==> config.mk <==
export PLATFORM = sky130hd
export DESIGN_NAME = link_choice_by_history_and_signal
export DESIGN_NICKNAME = d
export VERILOG_FILES = /design/src/rtl/core/lcbhs_pkg.sv /design/src/rtl/core/link_choice_by_history_and_signal.sv /design/src/rtl/core/lcbhs_div.sv /design/src/rtl/core/lcbhs_dp.sv /design/src/rtl/core/lcbhs_ctrl.sv
export VERILOG_INCLUDE_DIRS = /design/src /design/src/rtl/core
export SDC_FILE = /design/constraint.sdc
export NUM_CORES = 2
export LEC_CHECK = 0
export BUFFER_PORTS_ARGS = -buffer_cell sky130_fd_sc_hd__buf_4
export CAP_MARGIN = 20
export CORE_MARGIN = 3
export CORE_UTILIZATION = 58
export CTS_CLUSTER_SIZE = 40
export DETAILED_ROUTE_END_ITERATION = 10
export GPL_TIMING_DRIVEN = 0
export PLACE_DENSITY_LB_ADDON = 0.15
export SETUP_SLACK_MARGIN = 0.15
export SLEW_MARGIN = 20
export SYNTH_ARGS = -nofsm -noshare
export SYNTH_HDL_FRONTEND = slang
export SYNTH_HIERARCHICAL = 1
export SYNTH_SLANG_ARGS = --single-unit
==> constraint.sdc <==
create_clock -name clk -period 16.2 [get_ports clk]
set_input_delay 1.62 -clock clk [delete_from_list [all_inputs] [get_ports clk]]
set_output_delay 1.62 -clock clk [all_outputs]
set_load 0.1 [all_outputs]
==> src/rtl/core/link_choice_by_history_and_signal_defines.svh <==
// ----------------------------------------------------------------------------
// Link choice assertion macros
// Concurrent check helpers shared by the link choice block.
// ----------------------------------------------------------------------------
`ifndef LINK_CHOICE_BY_HISTORY_AND_SIGNAL_DEFINES_SVH
`define LINK_CHOICE_BY_HISTORY_AND_SIGNAL_DEFINES_SVH

// same-cycle implication
`define LCBHS_ASSERT_NOW(lbl, clk_s, rst_s, ante, cons, msg) \
	lbl: assert property (@(posedge clk_s) disable iff (!rst_s) (ante) |-> (cons)) \
		else $error(msg);

// next-cycle implication
`define LCBHS_ASSERT_NEXT(lbl, clk_s, rst_s, ante, cons, msg) \
	lbl: assert property (@(posedge clk_s) disable iff (!rst_s) (ante) |=> (cons)) \
		else $error(msg);

`endif

==> src/rtl/core/lcbhs_pkg.sv <==
// ----------------------------------------------------------------------------
// Link choice package
// Codes, fixed point constants and controller/datapath interface types.
// ----------------------------------------------------------------------------
package lcbhs_pkg;

	localparam logic [1:0] KIND_REPORT = 2'd0;
	localparam logic [1:0] KIND_SELECT = 2'd1;
	localparam logic [1:0] KIND_CLEAR  = 2'd2;

	localparam logic [2:0] MODE_WIFI   = 3'd0;
	localparam logic [2:0] MODE_BLE    = 3'd1;
	localparam logic [2:0] MODE_LAST   = 3'd2;
	localparam logic [2:0] MODE_FAST   = 3'd3;
	localparam logic [2:0] MODE_STRONG = 3'd4;
	localparam logic [2:0] MODE_ADAPT  = 3'd5;
	localparam logic [2:0] MODE_RESET  = MODE_ADAPT;

	localparam logic LINK_WIFI = 1'b0;
	localparam logic LINK_BLE  = 1'b1;

	localparam int unsigned DIV_STEPS = 22;
	localparam int unsigned SCORE_W   = 24;

	localparam logic [31:0] WIN_SHORT = 32'd300000;
	localparam logic [31:0] WIN_LONG  = 32'd3600000;

	// Q6.16 term values
	localparam logic [21:0] SHARE_CAP = 22'd2621440;
	localparam logic [21:0] REC_SHORT = 22'd1966080;
	localparam logic [21:0] REC_LONG  = 22'd983040;
	localparam logic [21:0] SIG_CAP   = 22'd1310720;

	localparam logic signed [7:0] SIG_ABSENT = -8'sd1;
	localparam logic signed [7:0] SIG_FLOOR  = -8'sd100;
	localparam logic signed [8:0] SIG_OFFSET = 9'sd100;
	localparam logic signed [8:0] SIG_KNEE   = 9'sd70;

	// x*2^17/7 = x*18724 + floor(4x/7); 4x/7 by reciprocal 2341/2^14
	localparam logic [14:0] SIG_MUL  = 15'd18724;
	localparam logic [11:0] SIG_RMUL = 12'd2341;
	localparam int unsigned SIG_RSH  = 14;

	// d*2^16/1000 = d*65 + floor(67d/125); /125 by reciprocal over 2^27
	localparam logic [15:0] MEAN_LIMIT = 16'd10000;
	localparam logic [6:0]  SPD_MUL    = 7'd65;
	localparam logic [6:0]  SPD_RES    = 7'd67;
	localparam logic [20:0] SPD_RCP    = 21'd1073742;
	localparam int unsigned SPD_SH     = 27;

	// /10 by reciprocal over 2^23
	localparam logic [19:0] MEAN_RCP = 20'd838861;
	localparam int unsigned MEAN_SH  = 23;

	typedef struct packed {
		logic latch;
		logic rep_calc;
		logic rep_write;
		logic clear;
		logic div_start;
		logic sel;
		logic term;
		logic speed;
		logic sum;
		logic out_load;
	} cmd_t;

	typedef struct packed {
		logic [1:0] kind;
		logic       need_score;
		logic       div_busy;
	} sts_t;

endpackage

==> src/rtl/core/link_choice_by_history_and_signal.sv <==
// ----------------------------------------------------------------------------
// Link choice by history and signal
// Keeps attempt/success history for wifi and ble and picks a link on request.
// ----------------------------------------------------------------------------
//  channel   dir  handshake          content
//  s_*       in   tvalid/tready      report, select or clear item
//  m_*       out  tvalid/tready      primary and secondary link
//  cfg_*     in   cfg_wen            strategy mode
//
//  Report: dispatch, average step and history write, then ready again;
//  clear acts in dispatch; select without scoring goes to the result register.
//  Adaptive select with both links seen: the serial share divider runs once
//  per link (22 steps each), each run followed by three term stages.
//  One item in work at a time; a pending result holds only the final load.
//  Asynchronous active-low reset clears history and sets adaptive mode.
// ----------------------------------------------------------------------------
`include "link_choice_by_history_and_signal_defines.svh"

module link_choice_by_history_and_signal (
	input  logic        clk,
	input  logic        arst_n,
	input  logic        s_tvalid,
	output logic        s_tready,
	// link, success, connect_time[15:0], wifi_found, wifi_dbm[7:0],
	// ble_found, ble_dbm[7:0], now_ms[31:0], zero pad
	input  logic [71:0] s_tdata,
	// kind[1:0]
	input  logic [1:0]  s_tuser,
	output logic        m_tvalid,
	input  logic        m_tready,
	// primary_link, secondary_link, zero pad
	output logic [7:0]  m_tdata,
	input  logic        cfg_wen,
	input  logic [2:0]  cfg_wdata
);

	lcbhs_pkg::cmd_t cmd;
	lcbhs_pkg::sts_t sts;
	logic            pick;

	lcbhs_ctrl u_ctrl (
		.clk      (clk),
		.arst_n   (arst_n),
		.s_tvalid (s_tvalid),
		.s_tready (s_tready),
		.m_tvalid (m_tvalid),
		.m_tready (m_tready),
		.sts      (sts),
		.cmd      (cmd)
	);

	lcbhs_dp u_dp (
		.clk       (clk),
		.arst_n    (arst_n),
		.cmd       (cmd),
		.sts       (sts),
		.in_data   (s_tdata[67:0]),
		.in_kind   (s_tuser),
		.cfg_wen   (cfg_wen),
		.cfg_wdata (cfg_wdata),
		.pick      (pick)
	);

	assign m_tdata = {6'b0, ~pick, pick};

	`LCBHS_ASSERT_NEXT(a_one_in_flight, clk, arst_n, s_tvalid && s_tready, !s_tready,
		"transfer accepted while busy")
	`LCBHS_ASSERT_NOW(a_load_free, clk, arst_n, cmd.out_load, !m_tvalid || m_tready,
		"result overwritten")
	`LCBHS_ASSERT_NOW(a_div_adaptive, clk, arst_n, cmd.div_start,
		sts.need_score && (sts.kind == lcbhs_pkg::KIND_SELECT),
		"score run outside adaptive select")
	`LCBHS_ASSERT_NOW(a_rep_order, clk, arst_n, cmd.rep_write, $past(cmd.rep_calc),
		"report write without average step")

endmodule

==> src/rtl/core/lcbhs_div.sv <==
// ----------------------------------------------------------------------------
// Link choice share divider
// Restoring divider, one quotient bit per cycle; initial remainder below den.
// ----------------------------------------------------------------------------
module lcbhs_div (
	input  logic        clk,
	input  logic        arst_n,
	input  logic        start,
	input  logic [31:0] rem_init,
	input  logic [5:0]  low_bits,
	input  logic [31:0] den,
	output logic        busy,
	output logic [21:0] quo
);

	logic [31:0] rem_q;
	logic [21:0] low_q;
	logic [21:0] quo_q;
	logic [4:0]  cnt_q;
	logic        busy_q;
	logic [32:0] trial;
	logic [32:0] diff;
	logic        fit;

	assign trial = {rem_q, low_q[21]};
	assign diff  = trial - {1'b0, den};
	assign fit   = (trial >= {1'b0, den});

	always_ff @(posedge clk or negedge arst_n) begin
		if (!arst_n) begin
			busy_q <= 1'b0;
			cnt_q  <= '0;
		end else if (start) begin
			busy_q <= 1'b1;
			cnt_q  <= 5'(lcbhs_pkg::DIV_STEPS);
		end else if (busy_q) begin
			cnt_q <= cnt_q - 5'd1;
			if (cnt_q == 5'd1) begin
				busy_q <= 1'b0;
			end
		end
	end

	always_ff @(posedge clk) begin
		if (start) begin
			rem_q <= rem_init;
			low_q <= {low_bits, 16'b0};
			quo_q <= '0;
		end else if (busy_q) begin
			rem_q <= fit ? diff[31:0] : trial[31:0];
			low_q <= {low_q[20:0], 1'b0};
			quo_q <= {quo_q[20:0], fit};
		end
	end

	assign busy = busy_q;
	assign quo  = quo_q;

endmodule

==> src/rtl/core/lcbhs_dp.sv <==
// ----------------------------------------------------------------------------
// Link choice datapath
// Item capture, per-link history, score terms and the link decision.
// ----------------------------------------------------------------------------
module lcbhs_dp (
	input  logic              clk,
	input  logic              arst_n,
	input  lcbhs_pkg::cmd_t   cmd,
	output lcbhs_pkg::sts_t   sts,
	input  logic [67:0]       in_data,
	input  logic [1:0]        in_kind,
	input  logic              cfg_wen,
	input  logic [2:0]        cfg_wdata,
	output logic              pick
);

	logic [1:0]        kind_q;
	logic              link_q;
	logic              succ_q;
	logic [15:0]       ctime_q;
	logic signed [7:0] wsig_q;
	logic signed [7:0] bsig_q;
	logic [31:0]       now_q;
	logic [2:0]        mode_q;

	logic [31:0] succ_tot_q [2];
	logic [31:0] att_tot_q [2];
	logic [31:0] stamp_q [2];
	logic [15:0] mean_q [2];
	logic [lcbhs_pkg::SCORE_W-1:0] score_q [2];

	logic [19:0] rw_s1;
	logic [21:0] share_s1;
	logic [21:0] rec_s1;
	logic [21:0] sig_s1;
	logic [19:0] d65_s1;
	logic [19:0] d67_s1;
	logic [19:0] spd_s2;
	logic        pick_q;

	logic              idx;
	logic [31:0]       succ_sel;
	logic [31:0]       att_sel;
	logic [31:0]       stamp_sel;
	logic [15:0]       mean_sel;
	logic signed [7:0] sig_sel;
	logic              w_abs;
	logic              b_abs;
	logic              need_score;
	logic              quick;
	logic [37:0]       prod40;
	logic              div_busy;
	logic [21:0]       quo;
	logic [31:0]       age;
	logic signed [8:0] sx;
	logic [6:0]        x7;
	logic [21:0]       sig_int;
	logic [20:0]       sig_rp;
	logic [21:0]       sig_part;
	logic              spd_on;
	logic [13:0]       mean_gap;
	logic [40:0]       spd_prod;
	logic [39:0]       mean_prod;
	logic [15:0]       mean_new;

	assign idx       = (cmd.rep_calc || cmd.rep_write) ? link_q : cmd.sel;
	assign succ_sel  = succ_tot_q[idx];
	assign att_sel   = att_tot_q[idx];
	assign stamp_sel = stamp_q[idx];
	assign mean_sel  = mean_q[idx];
	assign sig_sel   = cmd.sel ? bsig_q : wsig_q;

	assign w_abs      = (wsig_q == lcbhs_pkg::SIG_ABSENT);
	assign b_abs      = (bsig_q == lcbhs_pkg::SIG_ABSENT);
	assign need_score = (mode_q >= lcbhs_pkg::MODE_ADAPT) && !w_abs && !b_abs;

	always_comb begin
		quick = lcbhs_pkg::LINK_WIFI;
		unique case (mode_q)
			lcbhs_pkg::MODE_WIFI: quick = lcbhs_pkg::LINK_WIFI;
			lcbhs_pkg::MODE_BLE: quick = lcbhs_pkg::LINK_BLE;
			lcbhs_pkg::MODE_LAST: begin
				if (stamp_q[0] > stamp_q[1]) begin
					quick = lcbhs_pkg::LINK_WIFI;
				end else begin
					quick = (stamp_q[1] != '0) ? lcbhs_pkg::LINK_BLE
						: lcbhs_pkg::LINK_WIFI;
				end
			end
			lcbhs_pkg::MODE_FAST: begin
				if (mean_q[0] == '0 && mean_q[1] == '0) begin
					quick = lcbhs_pkg::LINK_WIFI;
				end else if (mean_q[0] == '0) begin
					quick = lcbhs_pkg::LINK_BLE;
				end else if (mean_q[1] == '0) begin
					quick = lcbhs_pkg::LINK_WIFI;
				end else begin
					quick = (mean_q[0] < mean_q[1]) ? lcbhs_pkg::LINK_WIFI
						: lcbhs_pkg::LINK_BLE;
				end
			end
			lcbhs_pkg::MODE_STRONG: begin
				if (w_abs && b_abs) begin
					quick = lcbhs_pkg::LINK_WIFI;
				end else begin
					quick = (wsig_q > bsig_q) ? lcbhs_pkg::LINK_WIFI
						: lcbhs_pkg::LINK_BLE;
				end
			end
			default: begin
				quick = (w_abs && !b_abs) ? lcbhs_pkg::LINK_BLE : lcbhs_pkg::LINK_WIFI;
			end
		endcase
	end

	// share numerator 40*s*2^16: top 32 bits stay below attempts
	assign prod40 = {6'b0, succ_sel} * 38'd40;

	lcbhs_div u_div (
		.clk      (clk),
		.arst_n   (arst_n),
		.start    (cmd.div_start),
		.rem_init (prod40[37:6]),
		.low_bits (prod40[5:0]),
		.den      (att_sel),
		.busy     (div_busy),
		.quo      (quo)
	);

	assign age      = now_q - stamp_sel;
	assign sx       = {sig_sel[7], sig_sel} + lcbhs_pkg::SIG_OFFSET;
	assign x7       = sx[6:0];
	assign sig_int  = {15'b0, x7} * {7'b0, lcbhs_pkg::SIG_MUL};
	assign sig_rp   = {12'b0, x7, 2'b0} * {9'b0, lcbhs_pkg::SIG_RMUL};
	assign sig_part = sig_int + {16'b0, sig_rp[lcbhs_pkg::SIG_RSH+5:lcbhs_pkg::SIG_RSH]};
	assign spd_on   = (mean_sel != '0) && (mean_sel < lcbhs_pkg::MEAN_LIMIT);
	assign mean_gap = spd_on ? 14'(lcbhs_pkg::MEAN_LIMIT - mean_sel) : 14'd0;
	assign spd_prod = {21'b0, d67_s1} * {20'b0, lcbhs_pkg::SPD_RCP};

	assign mean_prod = {20'b0, rw_s1} * {20'b0, lcbhs_pkg::MEAN_RCP};
	assign mean_new  = (mean_sel == '0) ? ctime_q
		: mean_prod[lcbhs_pkg::MEAN_SH+15:lcbhs_pkg::MEAN_SH];

	always_ff @(posedge clk or negedge arst_n) begin
		if (!arst_n) begin
			mode_q <= lcbhs_pkg::MODE_RESET;
		end else if (cfg_wen) begin
			mode_q <= cfg_wdata;
		end
	end

	always_ff @(posedge clk or negedge arst_n) begin
		if (!arst_n) begin
			for (int k = 0; k < 2; k++) begin
				succ_tot_q[k] <= '0;
				att_tot_q[k]  <= '0;
				stamp_q[k]    <= '0;
				mean_q[k]     <= '0;
			end
		end else if (cmd.clear) begin
			for (int k = 0; k < 2; k++) begin
				succ_tot_q[k] <= '0;
				att_tot_q[k]  <= '0;
				stamp_q[k]    <= '0;
				mean_q[k]     <= '0;
			end
		end else if (cmd.rep_write) begin
			if (att_sel != '1) begin
				att_tot_q[link_q] <= att_sel + 32'd1;
			end
			if (succ_q) begin
				if (succ_sel != '1) begin
					succ_tot_q[link_q] <= succ_sel + 32'd1;
				end
				stamp_q[link_q] <= now_q;
				mean_q[link_q]  <= mean_new;
			end
		end
	end

	always_ff @(posedge clk) begin
		if (cmd.latch) begin
			kind_q  <= in_kind;
			link_q  <= in_data[0];
			succ_q  <= in_data[1];
			ctime_q <= in_data[17:2];
			wsig_q  <= in_data[18] ? in_data[26:19] : lcbhs_pkg::SIG_ABSENT;
			bsig_q  <= in_data[27] ? in_data[35:28] : lcbhs_pkg::SIG_ABSENT;
			now_q   <= in_data[67:36];
		end
		if (cmd.rep_calc) begin
			rw_s1 <= ({4'b0, ctime_q} * 20'd3) + ({4'b0, mean_sel} * 20'd7);
		end
		if (cmd.term) begin
			if (att_sel == '0) begin
				share_s1 <= '0;
			end else begin
				share_s1 <= (quo > lcbhs_pkg::SHARE_CAP) ? lcbhs_pkg::SHARE_CAP : quo;
			end
			if (stamp_sel == '0) begin
				rec_s1 <= '0;
			end else if (age < lcbhs_pkg::WIN_SHORT) begin
				rec_s1 <= lcbhs_pkg::REC_SHORT;
			end else if (age < lcbhs_pkg::WIN_LONG) begin
				rec_s1 <= lcbhs_pkg::REC_LONG;
			end else begin
				rec_s1 <= '0;
			end
			if (!(sig_sel > lcbhs_pkg::SIG_FLOOR)) begin
				sig_s1 <= '0;
			end else if (sx >= lcbhs_pkg::SIG_KNEE) begin
				sig_s1 <= lcbhs_pkg::SIG_CAP;
			end else begin
				sig_s1 <= sig_part;
			end
			d65_s1 <= {6'b0, mean_gap} * {13'b0, lcbhs_pkg::SPD_MUL};
			d67_s1 <= {6'b0, mean_gap} * {13'b0, lcbhs_pkg::SPD_RES};
		end
		if (cmd.speed) begin
			spd_s2 <= d65_s1 + {7'b0, spd_prod[lcbhs_pkg::SPD_SH+12:lcbhs_pkg::SPD_SH]};
		end
		if (cmd.sum) begin
			score_q[cmd.sel] <= {2'b0, share_s1} + {2'b0, rec_s1} + {2'b0, sig_s1}
				+ {4'b0, spd_s2};
		end
		if (cmd.out_load) begin
			if (need_score) begin
				pick_q <= (score_q[0] >= score_q[1]) ? lcbhs_pkg::LINK_WIFI
					: lcbhs_pkg::LINK_BLE;
			end else begin
				pick_q <= quick;
			end
		end
	end

	assign sts.kind       = kind_q;
	assign sts.need_score = need_score;
	assign sts.div_busy   = div_busy;
	assign pick           = pick_q;

endmodule

==> src/rtl/core/lcbhs_ctrl.sv <==
// ----------------------------------------------------------------------------
// Link choice controller
// Sequences capture, report update, clear, score runs and the result register.
// ----------------------------------------------------------------------------
module lcbhs_ctrl (
	input  logic            clk,
	input  logic            arst_n,
	input  logic            s_tvalid,
	output logic            s_tready,
	output logic            m_tvalid,
	input  logic            m_tready,
	input  lcbhs_pkg::sts_t sts,
	output lcbhs_pkg::cmd_t cmd
);

	typedef enum logic [3:0] {
		ST_IDLE,
		ST_DISPATCH,
		ST_REP_CALC,
		ST_REP_WRITE,
		ST_DIV_START,
		ST_DIV_WAIT,
		ST_TERM,
		ST_SPEED,
		ST_SUM,
		ST_FINISH
	} state_t;

	state_t state_q;
	state_t state_d;
	logic   sel_q;
	logic   out_valid_q;

	always_comb begin
		cmd     = '0;
		cmd.sel = sel_q;
		state_d = state_q;
		unique case (state_q)
			ST_IDLE: begin
				if (s_tvalid) begin
					cmd.latch = 1'b1;
					state_d   = ST_DISPATCH;
				end
			end
			ST_DISPATCH: begin
				unique case (sts.kind)
					lcbhs_pkg::KIND_REPORT: state_d = ST_REP_CALC;
					lcbhs_pkg::KIND_SELECT: state_d = sts.need_score ? ST_DIV_START : ST_FINISH;
					lcbhs_pkg::KIND_CLEAR: begin
						cmd.clear = 1'b1;
						state_d   = ST_IDLE;
					end
					default: state_d = ST_IDLE;
				endcase
			end
			ST_REP_CALC: begin
				cmd.rep_calc = 1'b1;
				state_d      = ST_REP_WRITE;
			end
			ST_REP_WRITE: begin
				cmd.rep_write = 1'b1;
				state_d       = ST_IDLE;
			end
			ST_DIV_START: begin
				cmd.div_start = 1'b1;
				state_d       = ST_DIV_WAIT;
			end
			ST_DIV_WAIT: begin
				if (!sts.div_busy) begin
					state_d = ST_TERM;
				end
			end
			ST_TERM: begin
				cmd.term = 1'b1;
				state_d  = ST_SPEED;
			end
			ST_SPEED: begin
				cmd.speed = 1'b1;
				state_d   = ST_SUM;
			end
			ST_SUM: begin
				cmd.sum = 1'b1;
				state_d = (sel_q == lcbhs_pkg::LINK_BLE) ? ST_FINISH : ST_DIV_START;
			end
			ST_FINISH: begin
				if (!out_valid_q || m_tready) begin
					cmd.out_load = 1'b1;
					state_d      = ST_IDLE;
				end
			end
			default: state_d = ST_IDLE;
		endcase
	end

	always_ff @(posedge clk or negedge arst_n) begin
		if (!arst_n) begin
			state_q     <= ST_IDLE;
			sel_q       <= lcbhs_pkg::LINK_WIFI;
			out_valid_q <= 1'b0;
		end else begin
			state_q <= state_d;
			if (state_q == ST_DISPATCH) begin
				sel_q <= lcbhs_pkg::LINK_WIFI;
			end else if (state_q == ST_SUM) begin
				sel_q <= lcbhs_pkg::LINK_BLE;
			end
			if (cmd.out_load) begin
				out_valid_q <= 1'b1;
			end else if (m_tready) begin
				out_valid_q <= 1'b0;
			end
		end
	end

	assign s_tready = (state_q == ST_IDLE);
	assign m_tvalid = out_valid_q;

endmodule
**Word-level counts from Yosys, hierarchy flattened**

Memory sizes are Yosys's and may differ from the RTL's.
Index checks and enable logic that the tools add are counted.

- Register bits: 511
- Bits in latches: 0
- RAM bits: 48
- ROM bits: 0
- Output and inout port bits: 10
- Memories kept: 1

Memory list:

| name | depth | bits a word | read ports | clocked after Yosys merged registers in | write ports | line | text |
|---|---|---|---|---|---|---|---|
| u_dp.score_q | 2 | 24 | 2 | 0 | 1 | lcbhs_dp.sv:30 | `logic [lcbhs_pkg::SCORE_W-1:0] score_q [2];` |

- Add/subtract/negate cells: 13
- Multiply operators: 9
- Div/mod/pow operators: 0
- Magnitude comparators: 15
- Eq/ne operators: 23
- Shifts and indexed selects: 0
- Mux-type cells: 88
- Bitwise operators: 4
- Reduce and logical (&&, ||, !) cells: 36

Operator list:

| operator | number |
|---|---|
| 64-bit two-way mux | 10 |
| 32-bit two-way mux | 16 |
| 64-bit bitwise mux | 3 |
| 16-bit two-way mux | 5 |
| 20-bit by 20-bit multiplier with 39-bit output (second input constant) | 2 |
| 22-bit two-way mux | 3 |
| 32-bit by 1-bit adder with 32-bit output (second input constant) | 2 |
| 32-bit logical NOT | 2 |
| 32-bit inequality test (second input constant) | 2 |
| 32-bit subtractor | 2 |
| 16-bit logical NOT | 3 |
| 21-bit two-way mux | 2 |
| 14-bit by 7-bit multiplier with 20-bit output (second input constant) | 2 |
| 4-bit one-hot mux with 9 select lines | 1 |
| 32-bit by 3-bit multiplier with 35-bit output (second input constant) | 1 |
| 33-bit by 32-bit >= comparator with 1-bit output | 1 |
| 1-bit two-way mux | 33 |
| 32-bit bitwise mux | 1 |
| 32-bit demux with 1-bit select | 1 |
| 32-bit > comparator | 1 |
| 32-bit by 19-bit less-than comparator with 1-bit output (second input constant) | 1 |
| 32-bit by 22-bit less-than comparator with 1-bit output (second input constant) | 1 |
| 32-bit nonzero test | 1 |
| 24-bit by 20-bit adder with 24-bit output | 1 |
| 56 further kinds | 91 |

**Logic depth before layout (Yosys ltp)**

- Depth in word-level cells: 14
- Mapped depth: 41

**Cells and area by module**

Netlist, hierarchy kept.

Modules (own cells, without submodules):

| module | instances | cells each | area an instance (um^2) | seq. area each (um^2) |
|---|---|---|---|---|
| lcbhs_dp | 1 | 4337 | 44340.0 | 12979.9 |
| lcbhs_div | 1 | 551 | 5038.6 | 1731.7 |
| lcbhs_ctrl | 1 | 53 | 493.0 | 150.1 |
| link_choice_by_history_and_signal | 1 | 9 | 60.1 | 0.0 |

**Worst setup path before layout**

OpenSTA, ideal clock, no wires.

- Path type: register to register
- Start point: register u_ctrl.state_q[0]
- End point: register u_dp.rw_s1[19] (data pin)
- Data arrival time: 9.044 ns
- Required time: 15.944 ns
- Path slack: 6.901 ns
- Cell stages (with the launch flop): 38
- Path buffers: 13
- Clock period less this slack: 9.299 ns
- Cells stage by stage: dfrtp_1 -> buf_6 -> nand2b_1 -> nor3_1 -> or3b_1 -> buf_2 -> and2_4 -> buf_6 -> buf_6 -> buf_6 -> buf_6 -> buf_4 -> buf_6 -> buf_2 -> buf_2 -> buf_4 -> buf_2 -> buf_2 -> (+2 left out) -> inv_1 -> fa_1 -> inv_1 -> fa_1 -> fa_1 -> inv_1 -> fa_1 -> a21o_1 -> a21oi_1 -> nor2b_1 -> o21a_1 -> o211ai_1 -> a21boi_0 -> o21a_1 -> or4_1 -> a31oi_1 -> o21ai_0 -> a31o_2

RTL lines:

| what | line | text |
|---|---|---|
| start, declared | lcbhs_ctrl.sv:29 | `state_t state_q;` |
| start signal, assigned | lcbhs_ctrl.sv:101 | `state_q <= state_d;` |
| end signal, assigned | lcbhs_dp.sv:192 | `rw_s1 <= ({4'b0, ctime_q} * 20'd3) + ({4'b0, mean_sel} * 20'd7);` |
| end, declared | lcbhs_dp.sv:32 | `logic [19:0] rw_s1;` |

==> qor.yml <==
synth:
  synth-xor-area-share_pct: 4.82
  yosysWarnings: 6
  synth_compound_area_share_pct: 13.7
  syn_avg_cell_area_um2: 10.1
  synthArstFlopShare_pct: 44.1
  syn-instance-count: 4950
  yosysSeqAreaShare_pct: 29.8
  synthTopCellsByArea: "ha_1, edfxtp_1, fa_1"
  synth_cell_types: 105
  yosys.area.top_type_share_pct: 19.4
  synth_top_family_by_area: "adder cells"
  yosys.area_share.adder_pct: 31.9
  yosys_most_used_dff: "edfxtp_1"
  ys_seq_elements: 542
  synth_edf_count: 281
  yosys.area.top_type: "ha_1"
  synth.area.mux_share_pct: 2.54
  syn_area_um2: 49900
  yosys.area_share.simple_pct: 10.7
floorplan:
  chipHeight_um: 299
  num_rows: 106
  core-area_um2: 84500
  io_pins: 92
  die_x_um: 299
  dieArea_um2: 89600
  floorplan.initialDensity_pct: 59.1
placement:
  place_congestion: 0.945
  place_hpwl_um: 102000
  dpl-instance-area_um2: 52200
  placedCellCount: 6182
  io_buffers: 81
grt:
  use_met3_pct: 3.98
  antenna_found_initial: 2
  busiest_layer: "met2"
  met1_usage_pct: 39.3
  grt_use_total_pct: 28.8
  grt_pass1_wl_um: 205000
  grtUsageMet2_pct: 47.6
  grt_max_degree: 98
  grt_pass1_vias: 37600
  gr-total-overflow: 0
timing:
  rsz0062_at_grt: "false"
  report.final.setup_viol: 0
  finClkSkew_ps: 26.8
  finalCritPeriodShare_pct: 65.0
  slew_headroom_pct: 26.3
  finalCriticalPeriod_ps: 10520
  slew_viol_final: 0
  fmax_ghz: 0.0950
  hold_violations: 0
  finalSetupTns_ps: 0
  worstMarginPinSlew_ps: 1090
setup_path:
  path_common_cell: "buf_6"
  cp.required_ps: 16530
  reg2reg_slack_ps: 5680
  cpMaxStageDelayCell: "o41ai_1"
  worst_setup_path_end_kind: "flip-flop"
  cp_max_fo: 10
  cpPeakStageDelay_ps: 520
  arrival_ps: 10850
  cp-start-kind: "flip-flop"
  path_class: "reg -> reg"
clock_network:
  cts_resized: 0
  post_cts_buffers: 0
  cts_hold_buffers: 0
  clk_pin_slew_ps: 60
  cts_buffer_depth: 3
  cts_tree: "built"
  ctsHtreeMaxLevel: 3
  cts.sinks: 542
  cts_buffers: 66
  ctsRootBufferMaster: "clkbuf_16"
  clk_latency_ps: 620
drt:
  drt-initial-drc-count: 2905
  ant_nets: 0
  wirelength_um: 128000
  viasPerCell: 5.88
  drt_first_pass_iters: 6
  wire_per_inst_um: 20.3
  vias: 37100
  drc_errors: 0
finish:
  layout_common_cells: "ha_1, inv_1, fa_1"
  area_growth_pct: 8.92
  nets: 6284
  fillerInstances: 6997
  final_cell_area_um2: 54400
  layout_commonest_cell: "ha_1"
  antenna_cells: 0
  final_layout_size_suffix_gt1_share_pct: 6.32
  instances_no_fill: 6304
worst_hold_path:
  min-delay-path-class: "reg -> reg"
run_status:
  outcome: "finished clean"
flow_run:
  max_cap_viol_count: 0
## metal layers
layer / part of all wire (%) / up-vias
met3: 6.0 / 213
li1: - / 17700
met1: 44 / 18100
met2: 47 / 1075
met4: 3.4 / 4
met5: 0.014 / -
## cell usage after synthesis (51+ instances only)
cell type	instances
a21o_1	81
a21oi_1	262
a22o_1	151
clkbuf_1	69
dfrtp_1	237
edfxtp_1	281
fa_1	311
ha_1	775
inv_1	699
mux2i_1	112
nand2_1	301
nand2b_1	61
nand3_1	89
nand4_1	51
nor2_1	292
nor2b_1	55
nor3_1	65
o21ai_0	156
o31ai_1	55
xnor2_1	201
xor2_1	74
## cell type report
type,count,area [um2],share of cell area (%)
clock buffer,83,1760,3.23
inverter,700,2630,4.83
tap,1134,1420,2.61
timing repair buffer,91,801,1.47
sequential,542,14900,27.3
multi-input combinational,3577,31800,58.5
buffer,138,694,1.28
clock inverter,39,408,0.750
## worst max-delay path, delay by kind of cell (launching register included)
family	cells	cell delay, ps
DFF	1	420
buffers and inverters	15	3770
xor gates and xnor gates	1	80
and+or+nand+nor	9	1620
AOI/OAI and AO/OA	11	2970
adders and majority gates	4	1330
## cells by family after synthesis
| family | after synthesis |
|---|---|
| AO/OA/AOI/OAI | 993 |
| flip-flops | 542 |
| AND/OR/NAND/NOR | 1089 |
| XOR/XNOR | 275 |
| multiplexers | 125 |
| buffers and inverters | 838 |
| other | 2 |
| adder cells (fa/ha/maj) | 1086 |
## flip-flops by register name (all words and copies together) (netlist names), 2 cells and up
| register | count |
|---|---|
| u_dp/share_s1 | 22 |
| u_dp/wsig_q | 8 |
| u_dp/u_div/cnt_q | 5 |
| u_dp/d67_s1 | 19 |
| u_dp/stamp_q | 64 |
| u_dp/u_div/rem_q | 32 |
| u_dp/rw_s1 | 20 |
| u_dp/bsig_q | 8 |
| u_dp/kind_q | 2 |
| u_dp/u_div/quo | 22 |
| u_dp/ctime_q | 16 |
| u_dp/succ_tot_q | 64 |
| u_dp/u_div/low_q | 6 |
| u_dp/mean_q | 32 |
| u_dp/score_q | 48 |
| u_dp/att_tot_q | 64 |
| u_dp/mode_q | 3 |
| u_dp/sig_s1 | 22 |
| u_dp/spd_s2 | 20 |
| u_dp/now_q | 32 |
| u_dp/rec_s1 | 3 |
| u_ctrl/state_q | 4 |
| u_dp/d65_s1 | 20 |
## worst paths after layout
kind	cells after the start	start	to
worst max-delay path	40	u_ctrl/state_q[0]$_DFFE_PN0P_	u_dp/d67_s1[18]$_DFFE_PP_
worst min-delay path	2	u_dp/succ_tot_q[18]$_DFFE_PN0P_	u_dp/succ_tot_q[18]$_DFFE_PN0P_
worst max register to register	40	u_ctrl/state_q[0]$_DFFE_PN0P_	u_dp/d67_s1[18]$_DFFE_PP_
worst min register to register	2	u_dp/succ_tot_q[18]$_DFFE_PN0P_	u_dp/succ_tot_q[18]$_DFFE_PN0P_
max in group asynchronous	2	arst_n	u_dp/stamp_q[49]$_DFFE_PN0P_
min in group asynchronous	1	arst_n	u_dp/succ_tot_q[48]$_DFFE_PN0P_
## through the flow
stage / worst slack (ps) / hold slack (ps) / util (%)
6_report: 5680 / 479 / 64.4
5_1_grt: 5230 / 509 / 64.4
4_1_cts: 5890 / 477 / 64.4
3_5_place_dp: 5980 / 465 / 61.8
3_3_place_gp: 3950 / 460 / 61.5
2_1_floorplan: 6900 / 448 / -
Power is left out: the tool's default activity adds up to more than one toggle a clock period on the data nets, which glitch-free logic cannot reach.
